File: src/rtl/core/fdhs_pkg.sv
// ----------------------------------------------------------------------------
// fdhs_pkg
// shared types and constants for the fan drive hysteresis / slew block
// ----------------------------------------------------------------------------
`default_nettype none

package fdhs_pkg;

  localparam int unsigned PctW   = 7;
  localparam int unsigned BurnW  = 3;
  localparam int unsigned AddrW  = 4;
  localparam int unsigned DataW  = 32;
  localparam int unsigned InTdW  = 16;
  localparam int unsigned OutTdW = 8;

  // burn state codes
  localparam logic [BurnW-1:0] FIRE_IDLE   = 3'd0;
  localparam logic [BurnW-1:0] FIRE_RAMP   = 3'd1;
  localparam logic [BurnW-1:0] FIRE_HOLD   = 3'd2;
  localparam logic [BurnW-1:0] FIRE_BOOST  = 3'd3;
  localparam logic [BurnW-1:0] FIRE_SAFETY = 3'd4;

  // register byte addresses
  localparam logic [AddrW-1:0] REG_CLAMP_MIN = 4'h0;
  localparam logic [AddrW-1:0] REG_CLAMP_MAX = 4'h4;
  localparam logic [AddrW-1:0] REG_ALWAYS_ON = 4'h8;

  localparam logic [PctW-1:0] CLAMP_MIN_RST = 7'd20;
  localparam logic [PctW-1:0] CLAMP_MAX_RST = 7'd100;
  localparam logic [PctW-1:0] BOOST_DRIVE   = 7'd100;
  localparam logic [PctW-1:0] REARM_GAP     = 7'd10;
  localparam logic [PctW-1:0] SLEW_STEP     = 7'd3;

  typedef struct packed {
    logic [PctW-1:0] clamp_min;
    logic [PctW-1:0] clamp_max;
    logic            always_on;
  } cfg_t;

  typedef struct packed {
    logic             fan_en;
    logic [BurnW-1:0] prev_burn;
    logic [PctW-1:0]  last_drive;
  } ctl_state_t;

endpackage

`default_nettype wire

File: src/rtl/core/fdhs_calc.sv
// ----------------------------------------------------------------------------
// fdhs_calc
// per-word fan drive decision: state tracking, clamp, hysteresis and slew
// ----------------------------------------------------------------------------
`default_nettype none

module fdhs_calc (
  input  wire fdhs_pkg::cfg_t                 cfg_i,
  input  wire fdhs_pkg::ctl_state_t           state_i,
  input  wire logic [fdhs_pkg::PctW-1:0]      demand_i,
  input  wire logic [fdhs_pkg::BurnW-1:0]     burn_i,
  output fdhs_pkg::ctl_state_t                state_o,
  output logic [fdhs_pkg::PctW-1:0]           fan_o
);

  logic                        en_chg;
  logic [fdhs_pkg::PctW-1:0]   target;
  logic [fdhs_pkg::PctW:0]     rearm_lvl;
  logic signed [fdhs_pkg::PctW+1:0] diff;
  logic signed [fdhs_pkg::PctW+1:0] step;
  logic [fdhs_pkg::PctW+1:0]   slewed;

  // clamp: min first, max last
  always_comb begin
    target = demand_i;
    if (target < cfg_i.clamp_min) target = cfg_i.clamp_min;
    if (target > cfg_i.clamp_max) target = cfg_i.clamp_max;
  end

  // slew limit toward target
  always_comb begin
    diff = $signed({2'b00, target}) - $signed({2'b00, state_i.last_drive});
    step = diff;
    if (diff > $signed({2'b00, fdhs_pkg::SLEW_STEP})) begin
      step = $signed({2'b00, fdhs_pkg::SLEW_STEP});
    end else if (diff < -$signed({2'b00, fdhs_pkg::SLEW_STEP})) begin
      step = -$signed({2'b00, fdhs_pkg::SLEW_STEP});
    end
    slewed = $unsigned($signed({2'b00, state_i.last_drive}) + step);
  end

  assign rearm_lvl = {1'b0, cfg_i.clamp_min} + {1'b0, fdhs_pkg::REARM_GAP};

  always_comb begin
    // burn state transition tracking
    en_chg = state_i.fan_en;
    if (burn_i != state_i.prev_burn) begin
      if (state_i.prev_burn == fdhs_pkg::FIRE_HOLD && burn_i == fdhs_pkg::FIRE_RAMP) begin
        en_chg = 1'b1;
      end
      if (burn_i == fdhs_pkg::FIRE_BOOST || burn_i == fdhs_pkg::FIRE_IDLE ||
          burn_i == fdhs_pkg::FIRE_SAFETY) begin
        en_chg = 1'b0;
      end
    end

    state_o.prev_burn  = burn_i;
    state_o.last_drive = state_i.last_drive;
    state_o.fan_en     = en_chg;
    fan_o              = '0;

    if (burn_i == fdhs_pkg::FIRE_SAFETY) begin
      state_o.fan_en = 1'b0;
    end else if (burn_i == fdhs_pkg::FIRE_BOOST) begin
      state_o.fan_en = 1'b1;
      fan_o          = fdhs_pkg::BOOST_DRIVE;
    end else if (cfg_i.always_on) begin
      state_o.fan_en     = 1'b1;
      state_o.last_drive = slewed[fdhs_pkg::PctW-1:0];
      fan_o              = slewed[fdhs_pkg::PctW-1:0];
    end else if (demand_i < cfg_i.clamp_min) begin
      state_o.fan_en = 1'b0;
    end else begin
      // hysteresis: rearm only well above the off threshold
      if ({1'b0, demand_i} >= rearm_lvl) state_o.fan_en = 1'b1;
      if (state_o.fan_en) begin
        state_o.last_drive = slewed[fdhs_pkg::PctW-1:0];
        fan_o              = slewed[fdhs_pkg::PctW-1:0];
      end
    end
  end

endmodule

`default_nettype wire

File: src/rtl/core/fan_drive_hysteresis_slew_top.sv
// ----------------------------------------------------------------------------
// fan_drive_hysteresis_slew_top
// fan drive with burn-state tracking, off hysteresis and +/-3 slew limit
// ----------------------------------------------------------------------------
//
//  channel   dir  handshake        payload
//  s_axis    in   tvalid/tready    tdata: demand[6:0], burn_state[9:7]
//  m_axis    out  tvalid/tready    tdata: fan_percent[6:0]
//  apb cfg   in   psel/penable     clamp_min @0x0, clamp_max @0x4, always_on @0x8
//
//  one word per cycle sustained while m_axis accepts: an input register feeds the
//  decision logic, whose result lands in the output register
//  control state (enable, previous burn, last drive) updates as a word moves
//  from the input register into the output register
//  a stall on m_axis holds both stages; each stage refills as it empties
//  reset clears valids, control state and config registers to their defaults
//
`default_nettype none

module fan_drive_hysteresis_slew_top (
  input  wire logic                          clk_i,
  input  wire logic                          rst_ni,
  // input words
  input  wire logic                          s_axis_tvalid,
  output logic                               s_axis_tready,
  input  wire logic [fdhs_pkg::InTdW-1:0]    s_axis_tdata,   // demand[6:0], burn_state[9:7]
  // result words
  output logic                               m_axis_tvalid,
  input  wire logic                          m_axis_tready,
  output logic [fdhs_pkg::OutTdW-1:0]        m_axis_tdata,   // fan_percent[6:0]
  // configuration
  input  wire logic                          psel,
  input  wire logic                          penable,
  input  wire logic                          pwrite,
  input  wire logic [fdhs_pkg::AddrW-1:0]    paddr,
  input  wire logic [fdhs_pkg::DataW-1:0]    pwdata,
  output logic [fdhs_pkg::DataW-1:0]         prdata,
  output logic                               pready
);

  fdhs_pkg::cfg_t       cfg_q;
  fdhs_pkg::ctl_state_t st_q, st_d;

  logic                         in_vld_q;
  logic [fdhs_pkg::PctW-1:0]    demand_q;
  logic [fdhs_pkg::BurnW-1:0]   burn_q;
  logic                         out_vld_q;
  logic [fdhs_pkg::PctW-1:0]    fan_q, fan_d;
  logic                         adv;
  logic                         cfg_wr;

  // ---------------------------------------------------------------- apb
  assign pready = 1'b1;
  assign cfg_wr = psel && penable && pwrite;

  always_ff @(posedge clk_i or negedge rst_ni) begin
    if (!rst_ni) begin
      cfg_q.clamp_min <= fdhs_pkg::CLAMP_MIN_RST;
      cfg_q.clamp_max <= fdhs_pkg::CLAMP_MAX_RST;
      cfg_q.always_on <= 1'b0;
    end else if (cfg_wr) begin
      case (paddr)
        fdhs_pkg::REG_CLAMP_MIN: cfg_q.clamp_min <= pwdata[fdhs_pkg::PctW-1:0];
        fdhs_pkg::REG_CLAMP_MAX: cfg_q.clamp_max <= pwdata[fdhs_pkg::PctW-1:0];
        fdhs_pkg::REG_ALWAYS_ON: cfg_q.always_on <= pwdata[0];
        default: ;
      endcase
    end
  end

  always_comb begin
    case (paddr)
      fdhs_pkg::REG_CLAMP_MIN: prdata = {{(fdhs_pkg::DataW-fdhs_pkg::PctW){1'b0}}, cfg_q.clamp_min};
      fdhs_pkg::REG_CLAMP_MAX: prdata = {{(fdhs_pkg::DataW-fdhs_pkg::PctW){1'b0}}, cfg_q.clamp_max};
      fdhs_pkg::REG_ALWAYS_ON: prdata = {{(fdhs_pkg::DataW-1){1'b0}}, cfg_q.always_on};
      default:                 prdata = '0;
    endcase
  end

  // ---------------------------------------------------------------- pipeline
  // the decision stage moves whenever the output register is free or draining
  assign adv           = !out_vld_q || m_axis_tready;
  assign s_axis_tready = !in_vld_q || adv;

  always_ff @(posedge clk_i or negedge rst_ni) begin
    if (!rst_ni) begin
      in_vld_q <= 1'b0;
    end else if (s_axis_tready) begin
      in_vld_q <= s_axis_tvalid;
    end
  end

  // input payload, no reset needed
  always_ff @(posedge clk_i) begin
    if (s_axis_tready && s_axis_tvalid) begin
      demand_q <= s_axis_tdata[fdhs_pkg::PctW-1:0];
      burn_q   <= s_axis_tdata[fdhs_pkg::PctW +: fdhs_pkg::BurnW];
    end
  end

  fdhs_calc u_calc (
    .cfg_i    (cfg_q),
    .state_i  (st_q),
    .demand_i (demand_q),
    .burn_i   (burn_q),
    .state_o  (st_d),
    .fan_o    (fan_d)
  );

  // control state commits when a word leaves the input register
  always_ff @(posedge clk_i or negedge rst_ni) begin
    if (!rst_ni) begin
      st_q.fan_en     <= 1'b0;
      st_q.prev_burn  <= fdhs_pkg::FIRE_IDLE;
      st_q.last_drive <= '0;
      out_vld_q       <= 1'b0;
    end else if (adv) begin
      out_vld_q <= in_vld_q;
      if (in_vld_q) st_q <= st_d;
    end
  end

  always_ff @(posedge clk_i) begin
    if (adv && in_vld_q) fan_q <= fan_d;
  end

  assign m_axis_tvalid = out_vld_q;
  assign m_axis_tdata  = {{(fdhs_pkg::OutTdW-fdhs_pkg::PctW){1'b0}}, fan_q};

  // ---------------------------------------------------------------- checks
  // safety always drives the fan off
  assert property (@(posedge clk_i) disable iff (!rst_ni)
    (adv && in_vld_q && burn_q == fdhs_pkg::FIRE_SAFETY) |=> (fan_q == '0))
    else $error("safety word did not give zero drive");

  // boost always drives full
  assert property (@(posedge clk_i) disable iff (!rst_ni)
    (adv && in_vld_q && burn_q == fdhs_pkg::FIRE_BOOST) |=> (fan_q == fdhs_pkg::BOOST_DRIVE))
    else $error("boost word did not give full drive");

  // slewed drive never moves more than the step limit per word
  assert property (@(posedge clk_i) disable iff (!rst_ni)
    $past(rst_ni) |->
      ({1'b0, st_q.last_drive} <= {1'b0, $past(st_q.last_drive)} + {1'b0, fdhs_pkg::SLEW_STEP}) &&
      ({1'b0, st_q.last_drive} + {1'b0, fdhs_pkg::SLEW_STEP} >= {1'b0, $past(st_q.last_drive)}))
    else $error("drive moved more than slew step");

  // control state only changes when a word is consumed
  assert property (@(posedge clk_i) disable iff (!rst_ni)
    !(adv && in_vld_q) |=> $stable(st_q))
    else $error("control state changed without a word");

endmodule

`default_nettype wire
File: config.mk
export PLATFORM = sky130hd
export DESIGN_NAME = fan_drive_hysteresis_slew_top
export DESIGN_NICKNAME = d
export VERILOG_FILES = /design/src/rtl/core/fdhs_pkg.sv /design/src/rtl/core/fdhs_calc.sv /design/src/rtl/core/fan_drive_hysteresis_slew_top.sv
export SDC_FILE = /design/constraint.sdc
export NUM_CORES = 1
export LEC_CHECK = 0
export BUFFER_PORTS_ARGS = -buffer_cell sky130_fd_sc_hd__buf_2
export CAP_MARGIN = 20
export CORE_MARGIN = 1.5
export CORE_UTILIZATION = 58
export CTS_BUF_LIST = sky130_fd_sc_hd__clkbuf_2 sky130_fd_sc_hd__clkbuf_4 sky130_fd_sc_hd__clkbuf_8
export DETAILED_ROUTE_END_ITERATION = 7
export PLACE_DENSITY = 0.95
export SLEW_MARGIN = 20
export SYNTH_ARGS = -nofsm -noshare
export SYNTH_HDL_FRONTEND = slang
export SYNTH_SLANG_ARGS = --single-unit
export TNS_END_PERCENT = 1
File: constraint.sdc
create_clock -name clk_i -period 12.5 [get_ports clk_i]
set_input_delay 0.625 -clock clk_i [delete_from_list [all_inputs] [get_ports clk_i]]
set_output_delay 0.625 -clock clk_i [all_outputs]
set_load 0.05 [all_outputs]
# --- Word level (Yosys, flattened, before mapping) ---
# Cells that the tools add are included.
op_classes:
  bitwise_logic: 2
  n_addsub: 3
  eq_ne: 8
  n_reduce_logical: 20
  mux: 24
  order_cmp: 5
ops:
  columns: ["operator", "count"]
  rows:
  - ["$mux W7", 11]
  - ["$pmux W7 S3", 1]
  - ["$mux W1", 12]
  - ["$add A7 B4 Y8 const B", 1]
  - ["$ge A7 B8 Y1", 1]
  - ["$gt A8 B3 Y1 const B", 1]
  - ["$lt A8 B3 Y1 const B", 1]
  - ["$reduce_and A2 Y1", 4]
  - ["$sub A7 B7 Y8", 1]
  - ["$add A7 B7 Y7", 1]
  - ["$gt A7 B7 Y1", 1]
  - ["$lt A7 B7 Y1", 1]
  - ["$eq A3 B2 Y1 const B", 2]
  - ["$reduce_and A6 Y1", 1]
  - ["$logic_and A1 B1 Y1", 5]
  - ["$eq A4 B3 Y1 const B", 1]
  - ["$eq A4 B4 Y1 const B", 1]
  - ["$logic_not A4 Y1", 1]
  - ["$logic_or A1 B1 Y1", 4]
  - ["$eq A3 B1 Y1 const B", 1]
  - ["$eq A3 B3 Y1 const B", 1]
  - ["$logic_not A3 Y1", 1]
  - ["$ne A3 B3 Y1", 1]
  - ["$logic_not A1 Y1", 2]
  - ["other kinds (4)", 5]
totals:
  output_inout_bits: 43
  wordCells: 74
  regBits: 45
  input_bits: 59

# --- Logic depth before layout (Yosys ltp) ---
# Gate-level depths: netlist of the first run.
logic_depth:
  depth_word: 14
  ltp_mapped: 31
  ltp_nobuf: 30

# --- By module ---
# A second synthesis of the first run with hierarchy kept.
hier_totals:
  hier_cells: 331
  hier_area_um2: 3623.5
modules_own_cells:
  columns: ["module", "area_per_inst_um2", "n_inst", "cells_per_inst"]
  rows:
  - ["fan_drive_hysteresis_slew_top", 1933.1, 1, 125]
  - ["fdhs_calc", 1690.4, 1, 206]

# --- Least setup slack after synthesis of the first run ---
# No wires, ideal clock.
synth_timing:
  path_type: "reg2reg"
  start: "register cfg_q[10] in the netlist's numbering"
  end: "register fan_q[6] in the netlist's numbering (data pin)"
  setup_time_ps: 158
  t_arrival_ps: 6994
  stages_incl_launch_ff: 31
  synth_period_minus_slack_ps: 7153
  n_path_buf: 1
  required_ps: 12342
  slack_ps: 5347
  path_cell_list: "dfstp_2 > inv_1 > ha_1 > a21oi_1 > a21o_1 > and2_1 > clkbuf_1 > mux2_2 > ha_1 > nor2b_1 > o21ai_0 > a21oi_1 > a211oi_1 > o21bai_1 > mux2_2 > ha_1 > fa_1 > nor2b_1 > o31a_1 > nor2_1 > o311ai_0 > and3_1 > o21ai_0 > ha_1 > fa_1 > a211oi_1 > or4b_1 > o2111ai_1 > or3_1 > a211o_1 > a22oi_1"
synth_between:
  elab_chain_cells: 13
synth_lines:
  columns: ["item", "line_no", "source"]
  rows:
  - ["start, declared", "fan_drive_hysteresis_slew_top.sv:41", "fdhs_pkg::cfg_t cfg_q;"]
  - ["$lt A7 B7 Y1", "fdhs_calc.sv:26, fdhs_calc.sv:71", null]
  - ["$mux W7", "fdhs_calc.sv:26", "if (target < cfg_i.clamp_min) target = cfg_i.clamp_min;"]
  - ["$gt A7 B7 Y1", "fdhs_calc.sv:27", "if (target > cfg_i.clamp_max) target = cfg_i.clamp_max;"]
  - ["$mux W7", "fdhs_calc.sv:27", null]
  - ["$sub A7 B7 Y8", "fdhs_calc.sv:32", "diff = $signed({2'b00, target}) - $signed({2'b00, state_i.last_drive});"]
  - ["$lt A8 B3 Y1", "fdhs_calc.sv:36", "end else if (diff < -$signed({2'b00, fdhs_pkg::SLEW_STEP})) begin"]
  - ["$mux W7", "fdhs_calc.sv:36", null]
  - ["$mux W7", "fdhs_calc.sv:34", "if (diff > $signed({2'b00, fdhs_pkg::SLEW_STEP})) begin"]
  - ["$add A7 B7 Y7", "fdhs_calc.sv:39", "slewed = $unsigned($signed({2'b00, state_i.last_drive}) + step);"]
  - ["$mux W7", "fdhs_calc.sv:76", "if (state_o.fan_en) begin"]
  - ["$mux W7", "fdhs_calc.sv:71", "end else if (demand_i < cfg_i.clamp_min) begin"]
  - ["$mux W7 *", "fdhs_calc.sv:67", "end else if (cfg_i.always_on) begin"]
  - ["$mux W7 *", "fdhs_calc.sv:64", "end else if (burn_i == fdhs_pkg::FIRE_BOOST) begin"]
  - ["end signal, assigned", "fan_drive_hysteresis_slew_top.sv:124", "if (adv && in_vld_q) fan_q <= fan_d;"]
  - ["end, declared", "fan_drive_hysteresis_slew_top.sv:48", "logic [fdhs_pkg::PctW-1:0] fan_q, fan_d;"]
# Mark *: on every way between the ends. The rest lies on a longest branch, timed or not. The select of a mux whose other input is x is not followed.
# A chain may end at the register's enable or synchronous reset.

# --- Worst setup path in the final report of the first run ---
layout_timing:
  start: "register cfg_q[12] in the netlist's numbering"
  end: "register fan_q[6] in the netlist's numbering (data pin)"
# Same word-level chain as after synthesis.

==> results of run 1 <==
metrics by stage:
| step | worst slack [ns] | power [mW] | hold slack [ns] |
|---|---|---|---|
| 6_report | 4.07 | 1.11 | 0.329 |
| 5_1_grt | 3.59 | 1.17 | 0.383 |
| 4_1_cts | 4.29 | 1.07 | 0.359 |
| 3_5_place_dp | 4.51 | 0.914 | 0.502 |
| 3_3_place_gp | 4.73 | 0.868 | 0.475 |
| 2_1_floorplan | 5.35 | 0.771 | 0.329 |
logic make-up (layout without fill, tap and decap cells):
group / Yosys count / in the layout
other: 2 / 27
multiplexers: 30 / 30
buffers and inverters: 64 / 85
AND/OR/NAND/NOR: 99 / 99
adder cells (fa/ha/maj): 36 / 36
AO/OA/AOI/OAI: 81 / 81
flip-flops: 45 / 45
XOR/XNOR: 9 / 9
placed cells by master, fill, tap and decap left out, types with 3 or more instances in the layout:
| cell type | synthesis | final |
|---|---|---|
| sky130_fd_sc_hd__nand3_1 | 3 | 3 |
| sky130_fd_sc_hd__nand4_1 | 4 | 4 |
| sky130_fd_sc_hd__dfstp_2 | 5 | 5 |
| sky130_fd_sc_hd__a21oi_1 | 12 | 12 |
| sky130_fd_sc_hd__mux2i_1 | 10 | 10 |
| sky130_fd_sc_hd__nand3b_1 | 4 | 4 |
| sky130_fd_sc_hd__a211o_1 | 3 | 3 |
| sky130_fd_sc_hd__o21ai_0 | 28 | 28 |
| sky130_fd_sc_hd__edfxtp_1 | 17 | 17 |
| sky130_fd_sc_hd__nor2b_1 | 7 | 7 |
| sky130_fd_sc_hd__a211oi_1 | 7 | 7 |
| sky130_fd_sc_hd__nor3b_1 | 3 | 3 |
| sky130_fd_sc_hd__nor2_1 | 23 | 23 |
| sky130_fd_sc_hd__ha_1 | 34 | 34 |
| sky130_fd_sc_hd__nand2_1 | 21 | 21 |
| sky130_fd_sc_hd__inv_1 | 31 | 31 |
| sky130_fd_sc_hd__conb_1 | 2 | 27 |
| sky130_fd_sc_hd__mux2_2 | 20 | 20 |
| sky130_fd_sc_hd__dfrtp_1 | 23 | 23 |
| sky130_fd_sc_hd__nand2b_1 | 6 | 6 |
| sky130_fd_sc_hd__and2_1 | 5 | 5 |
| sky130_fd_sc_hd__nor3_1 | 9 | 9 |
| sky130_fd_sc_hd__xnor2_1 | 6 | 6 |
| sky130_fd_sc_hd__clkbuf_8 | 0 | 5 |
| sky130_fd_sc_hd__buf_2 | 0 | 43 |
| sky130_fd_sc_hd__xor2_1 | 3 | 3 |
| sky130_fd_sc_hd__a21o_1 | 9 | 9 |
path summary, 6_finish.rpt:
check / start / end / slack, ns / depth (start not counted)
max: cfg_q[12] / fan_q[6] / 4.07 / 29
min: rst_ni / st_q[10] / 0.33 / 1
max reg2reg: cfg_q[12] / fan_q[6] / 4.07 / 29
min reg2reg: in_vld_q / m_axis_tvalid / 0.51 / 1
max in group asynchronous: rst_ni / cfg_q[4] / 11.74 / 1
min in group clk_i: s_axis_tdata[9] / burn_q[2] / 0.48 / 1
final cells by class:
| type | count | area [sq um] |
|---|---|---|
| Fill cell | 441 | 2050 |
| Multi-Input combinational cell | 282 | 2040 |
| Sequential cell | 45 | 1220 |
| Timing Repair Buffer | 45 | 230 |
| Inverter | 32 | 120 |
| Tap cell | 75 | 93.8 |
| Clock buffer | 5 | 68.8 |
| Clock inverter | 3 | 68.8 |
routing by layer:
layer  global-route usage  up-vias  part of all wire
met3               0.0494       54             0.086
li1                     -     1348                 -
met5                    0        -                 0
met4                0.117        0             0.040
met2                0.481      211              0.49
met1                0.317     1403              0.39
power by group:
part	total [mW]	leakage (nW)	switching, mW	internal, mW
sequential	0.225	0.482	0.0313	0.193
clock	0.136	0.0687	0.0551	0.0805
combinational	0.755	1.22	0.464	0.291
registers in the layout, indices dropped and copies added, names as in the netlist:
| register | flops |
|---|---|
| burn_q | 3 |
| cfg_q | 15 |
| demand_q | 7 |
| fan_q | 7 |
| in_vld_q | 1 |
| m_axis_tvalid | 1 |
| st_q | 11 |
worst reg2reg max path: cells and delay by family (launching register included):
family,cells,cell delay [ns]
flip-flops,1,0.59
AND/OR/NAND/NOR,9,1.85
buffers and inverters,1,0.09
adder cells (fa/ha/maj),6,1.91
AO/OA/AOI/OAI,11,2.98
multiplexers,2,0.85
==> results.rst, run 1 <==
.. list-table::
   :header-rows: 1

   * - Metric
     - Value
   * - Pin count of the biggest net entering global routing
     - 29
   * - Source-to-sink clock delay at the later pin of the worst-skew pair
     - 0.31 ns
   * - Cell types with the largest area share after synthesis
     - sky130_fd_sc_hd__dfrtp_1 16%, sky130_fd_sc_hd__edfxtp_1 15%, sky130_fd_sc_hd__ha_1 12%
   * - Number of clock sinks seen by CTS
     - 45
   * - Initial DRT Pass Iterations
     - 5
   * - TritonCTS clock tree
     - done
   * - Cell with the most instances after synthesis
     - sky130_fd_sc_hd__ha_1
   * - Starting density of the core
     - 0.596
   * - Number of nets in the final layout
     - 506
   * - Worst path top cell family by delay
     - compound AO/OA/AOI/OAI gates
   * - VDD IR-drop max
     - 0.171 mV
   * - Simple-gate share of the synthesized area
     - 0.153
   * - Final Hold Fails
     - 0
   * - # setup viols final
     - 0
   * - Headroom to the max-slew limit
     - 0.462
   * - Mux share of post-synthesis cell area
     - 0.0928
   * - Top post-synthesis cells by count
     - 34 x sky130_fd_sc_hd__ha_1, 31 x sky130_fd_sc_hd__inv_1, 28 x sky130_fd_sc_hd__o21ai_0
   * - Final critical-path required period
     - 8.43 ns
   * - Main combinational cell family by area after synthesis
     - simple AND/OR/NAND/NOR gates
   * - Share of cells above drive strength 1
     - 0.201
   * - Dominant cell type by area after synthesis
     - sky130_fd_sc_hd__dfrtp_1
   * - Period utilization
     - 0.674
   * - Path type of the worst min-delay path
     - in -> async
   * - Post-synthesis instance area
     - 3510 sq um
   * - Layout overhead on the synthesized area
     - 9.53%
   * - DIE WIDTH
     - 80.7 um
   * - Number of buffers added for setup after CTS
     - 0
   * - Via count of the first global-routing pass
     - 2984
   * - Area of all placed cells without fillers
     - 3840 sq um
   * - Inserted Clock Buffers
     - 5
   * - Highest cell delay on the worst timing path
     - 0.68 ns
   * - XOR/XNOR share of the synthesized area
     - 0.0225
   * - Combined global-route utilization of all metal layers
     - 0.270
   * - Post-layout utilization of the core
     - 0.652
   * - Worst-margin pin slew
     - 0.797 ns
   * - Maximum number of buffers from clock root to sink
     - 2
   * - Top fanout value on the critical path
     - 8
   * - Number of enable-type register cells in the synthesized netlist
     - 17
   * - Seq cells post-synth
     - 45
   * - CTS root buf
     - sky130_fd_sc_hd__clkbuf_8
   * - First-pass GRT wire length
     - 13500 um
   * - Clock-pin transition on the worst setup and hold timing paths
     - 0.09 ns
   * - Status
     - finished, final reports clean
   * - Critical Path End Type
     - flip-flop
   * - RePlAce Congestion
     - 0.879
   * - Cells resized by post-CTS repair
     - 0
   * - Pins over their slew limit
     - 0
   * - Complex-gate fraction of the synthesized area
     - 0.152
   * - H-tree levels
     - 2
   * - Number of violations of the max-capacitance limit
     - 0
   * - Via count
     - 3016
   * - Gate count of the mapped netlist
     - 366
   * - Worst clock skew
     - 0.00973 ns
   * - Req. time, crit path
     - 12.66 ns
   * - Static Leakage
     - 1.78 nW
   * - Fraction of the mapped netlist area in adder cells
     - 0.133
   * - GRT overflow
     - 0
   * - Avg Inst Size Synth
     - 9.58 sq um
   * - Count of warnings emitted by yosys
     - 0
   * - Initial antenna violation count
     - 0
   * - Setup TNS after final layout
     - 0 ns
   * - Die Area
     - 6520 sq um
   * - Portion of the post-synthesis area used by sequential elements
     - 0.347
   * - Post-route DRC violation count
     - 0
   * - Total half-perimeter wirelength after legalization and detailed placement
     - 5970 um
   * - Cell count after placement
     - 479
   * - Power Dens Cells
     - 290 nW/um^2
   * - Area share of the leading cell type in the synthesized netlist
     - 0.164
   * - Final non-filler cell total
     - 487
   * - Fraction of registers with async set or reset after synthesis
     - 0.622
   * - Cell area after placement
     - 3700 sq um
   * - RSZ-0062 raised after global routing
     - no
   * - Routed wire length
     - 8420 um
   * - Routed via count divided by cell count
     - 6.19
   * - Final antenna diode count
     - 0
   * - IO Pins
     - 102
   * - Num rows
     - 28
   * - Kind of launch point of the worst setup path
     - flip-flop
   * - Cts hold-fix bufs
     - 0
   * - Post-route antenna net violation count
     - 0
   * - Critical path buffer and inverter count
     - 1
   * - Highest clock rate
     - 119 MHz
   * - Most prevalent standard cell on the critical path
     - sky130_fd_sc_hd__ha_1
   * - Floorplan die height
     - 80.7 um
   * - Post-synth cell types
     - 57
   * - I/O Buffers
     - 43
   * - Crit path arrival time
     - 8.59 ns
   * - Type of the setup path with the least slack
     - reg -> reg
   * - CP max-delay cell
     - sky130_fd_sc_hd__o311ai_0
   * - Primary FF master, synth
     - sky130_fd_sc_hd__dfrtp_1
   * - Core footprint
     - 5890 sq um
   * - Starting DRT DRC Count
     - 332
   * - Average wire per standard cell
     - 17.3 um
(Power assumes the default switching activity.)
==> run 2, diff against run 1 <==
--- a/config.mk
+++ b/config.mk
@@ -8,10 +8,10 @@
 export BUFFER_PORTS_ARGS = -buffer_cell sky130_fd_sc_hd__buf_2
 export CAP_MARGIN = 20
 export CORE_MARGIN = 1.5
-export CORE_UTILIZATION = 58
+export CORE_UTILIZATION = 49
 export CTS_BUF_LIST = sky130_fd_sc_hd__clkbuf_2 sky130_fd_sc_hd__clkbuf_4 sky130_fd_sc_hd__clkbuf_8
 export DETAILED_ROUTE_END_ITERATION = 7
-export PLACE_DENSITY = 0.95
+export PLACE_DENSITY = 0.89
 export SLEW_MARGIN = 20
 export SYNTH_ARGS = -nofsm -noshare
 export SYNTH_HDL_FRONTEND = slang
==> constraint.sdc (replaced) <==
create_clock -name clk_i -period 7.4 [get_ports clk_i]
set_input_delay 0.37 -clock clk_i [delete_from_list [all_inputs] [get_ports clk_i]]
set_output_delay 0.37 -clock clk_i [all_outputs]
set_load 0.05 [all_outputs]
==> run 2 against run 1 <==
Effect of this change:
- fmax is 19% higher
- non-clock buffer count is 12 higher
- critical path depth unchanged
- sequential cell count unchanged
- critical path type unchanged
- first-iteration DRC count shrank 66%
- sequential share of layout area shrank 0.99 points
- clock-buffer cell count is 1 higher
- combinational power grew 71%
- sequential power grew 67%
- hold slack worse by 0.23 ns
==> results.rst, run 2 (synthesis gave the netlist of run 1 again) <==
.. list-table::
   :header-rows: 1

   * - Metric
     - Value
   * - Status
     - finished, final reports clean
   * - CP max-delay cell
     - sky130_fd_sc_hd__dfstp_2
   * - Via count of the first global-routing pass
     - 2788
   * - Number of nets in the final layout
     - 518
   * - Final critical-path required period
     - 7.09 ns
   * - End of the worst register-to-register path
     - fan_q[6]
   * - GRT overflow
     - 0
   * - Layout overhead on the synthesized area
     - 13.1%
   * - Top fanout value on the critical path
     - 6
   * - Combined global-route utilization of all metal layers
     - 0.212
   * - Critical Path End Type
     - flip-flop
   * - # setup viols final
     - 0
   * - Clock-pin transition on the worst setup and hold timing paths
     - 0.10 ns
   * - Starting density of the core
     - 0.510
   * - TritonCTS clock tree
     - done
   * - Worst clock skew
     - 0.00869 ns
   * - H-tree levels
     - 2
   * - RePlAce Congestion
     - 0.892
   * - DIE WIDTH
     - 87.6 um
   * - Met1 Wirelength
     - 3280 um
   * - Largest register by flop count
     - cfg_q
   * - Headroom to the max-slew limit
     - 0.546
   * - Share of cells above drive strength 1
     - 0.241
   * - First-pass GRT wire length
     - 12700 um
   * - Final antenna diode count
     - 0
   * - Source-to-sink clock delay at the later pin of the worst-skew pair
     - 0.30 ns
   * - IO Pins
     - 102
   * - Top routing layer used
     - met4
   * - Core footprint
     - 6870 sq um
   * - Post-route antenna net violation count
     - 0
   * - Worst path top cell family by delay
     - compound AO/OA/AOI/OAI gates
   * - Commonest non-fill, non-tap cell in the layout
     - sky130_fd_sc_hd__buf_2
   * - CP startpoint
     - cfg_q[10]
   * - Highest clock rate
     - 141 MHz
   * - Final Hold Fails
     - 0
   * - Req. time, crit path
     - 7.55 ns
   * - Pin count of the biggest net entering global routing
     - 29
   * - Via count
     - 2903
   * - Number of violations of the max-capacitance limit
     - 0
   * - Period utilization
     - 0.958
   * - Met3 wire length
     - 566 um
   * - Cell depth of the worst flop-to-flop path
     - 29
   * - VDD IR-drop max
     - 0.170 mV
   * - Critical path buffer and inverter count
     - 3
   * - Overall power consumption
     - 1.86 mW
   * - Starting DRT DRC Count
     - 114
   * - Inserted Clock Buffers
     - 5
   * - Number of flip-flops in the largest register
     - 15
   * - Routed via count divided by cell count
     - 5.58
   * - Pins over their slew limit
     - 0
   * - Total length of routed met2 wires
     - 3790 um
   * - Total half-perimeter wirelength after legalization and detailed placement
     - 5900 um
   * - Worst-margin pin slew
     - 0.681 ns
   * - Average wire per standard cell
     - 15.0 um
   * - Number of clock sinks seen by CTS
     - 45
   * - Floorplan die height
     - 87.6 um
   * - I/O Buffers
     - 43
   * - Initial DRT Pass Iterations
     - 4
   * - CTS root buf
     - sky130_fd_sc_hd__clkbuf_8
   * - Highest cell delay on the worst timing path
     - 0.53 ns
   * - Die Area
     - 7670 sq um
   * - Path type of the worst min-delay path
     - in -> async
   * - Initial antenna violation count
     - 0
   * - Worst r2r src
     - cfg_q[10]
   * - Final non-filler cell total
     - 520
   * - Crit path arrival time
     - 7.23 ns
   * - Static Leakage
     - 1.83 nW
   * - Most prevalent standard cell on the critical path
     - sky130_fd_sc_hd__ha_1
   * - Worst hold slack after final layout
     - 0.102 ns
   * - Num rows
     - 30
   * - Routed wire length
     - 7790 um
   * - Kind of launch point of the worst setup path
     - flip-flop
   * - Power Dens Cells
     - 470 nW/um^2
   * - Post-route DRC violation count
     - 0
   * - Type of the setup path with the least slack
     - reg -> reg
   * - Highest-count cells in the layout ignoring fill and taps
     - 43 x sky130_fd_sc_hd__buf_2, 33 x sky130_fd_sc_hd__ha_1, 31 x sky130_fd_sc_hd__inv_1, 27 x sky130_fd_sc_hd__o21ai_0, 27 x sky130_fd_sc_hd__conb_1
   * - Maximum number of buffers from clock root to sink
     - 2
   * - Cell count after placement
     - 512
   * - Largest registers
     - cfg_q (15), st_q (11)
   * - Worst reg2reg setup slack
     - 0.31 ns
[run 2: cell types whose count changed in the layout (fill, tap and decap cells not counted), sizes merged]
| cell | before | now |
|---|---|---|
| bufinv | 2 | 1 |
| clkinv | 0 | 1 |
| clkbuf | 5 | 6 |
| inv | 33 | 32 |
| buf | 45 | 57 |
[run 2: area by class of cell]
cell class,instances,area [sq um]
clock buffer,6,76.3
clock inverter,2,38.8
fill,573,2910
inverter,32,120
multi-input combinational,282,2070
sequential,45,1220
tap,96,120
timing repair buffer,57,320
[run 2: worst max path at each step]
stage,cells after the start,end
finish,29,fan_q[6]
global route,29,fan_q[6]
CTS,29,fan_q[6]
detailed placement,29,fan_q[6]
global placement,29,fan_q[6]
floorplan,30,fan_q[6]
[run 2: per-stage QoR]
stage | setup slack (ns) | util | TNS (ns) | instance area, sq um
floorplan | 0.247 | - | 0 | 3600
CTS | 0.0739 | 0.573 | 0 | 3940
global route | -0.0368 | 0.577 | -0.0368 | 3960
finish | 0.312 | 0.577 | 0 | 3960
global placement | 0.194 | 0.556 | 0 | 3820
detailed placement | 0.0466 | 0.556 | 0 | 3820
[run 2: power breakdown]
part | switching (mW) | internal [mW] | total (mW)
Clock | 0.0899 | 0.105 | 0.195
Combinational | 0.730 | 0.565 | 1.29
Sequential | 0.0487 | 0.326 | 0.375
Total | 0.868 | 0.996 | 1.86
[run 2: metal layers]
layer / global-route usage / vias to the layer above
met1: 0.266 / 1385
li1: - / 1377
met4: 0.0664 / 0
met5: 0 / -
met2: 0.373 / 125
met3: 0.0358 / 16
[run 2: repair_timing]
action | 4_1_cts | 5_1_grt
hold buffers | 0 | 0
pin swaps | 0 | 1
setup endpoints to repair | 1 | 3
buffers inserted | 0 | 0
gates resized for setup | 1 | 10
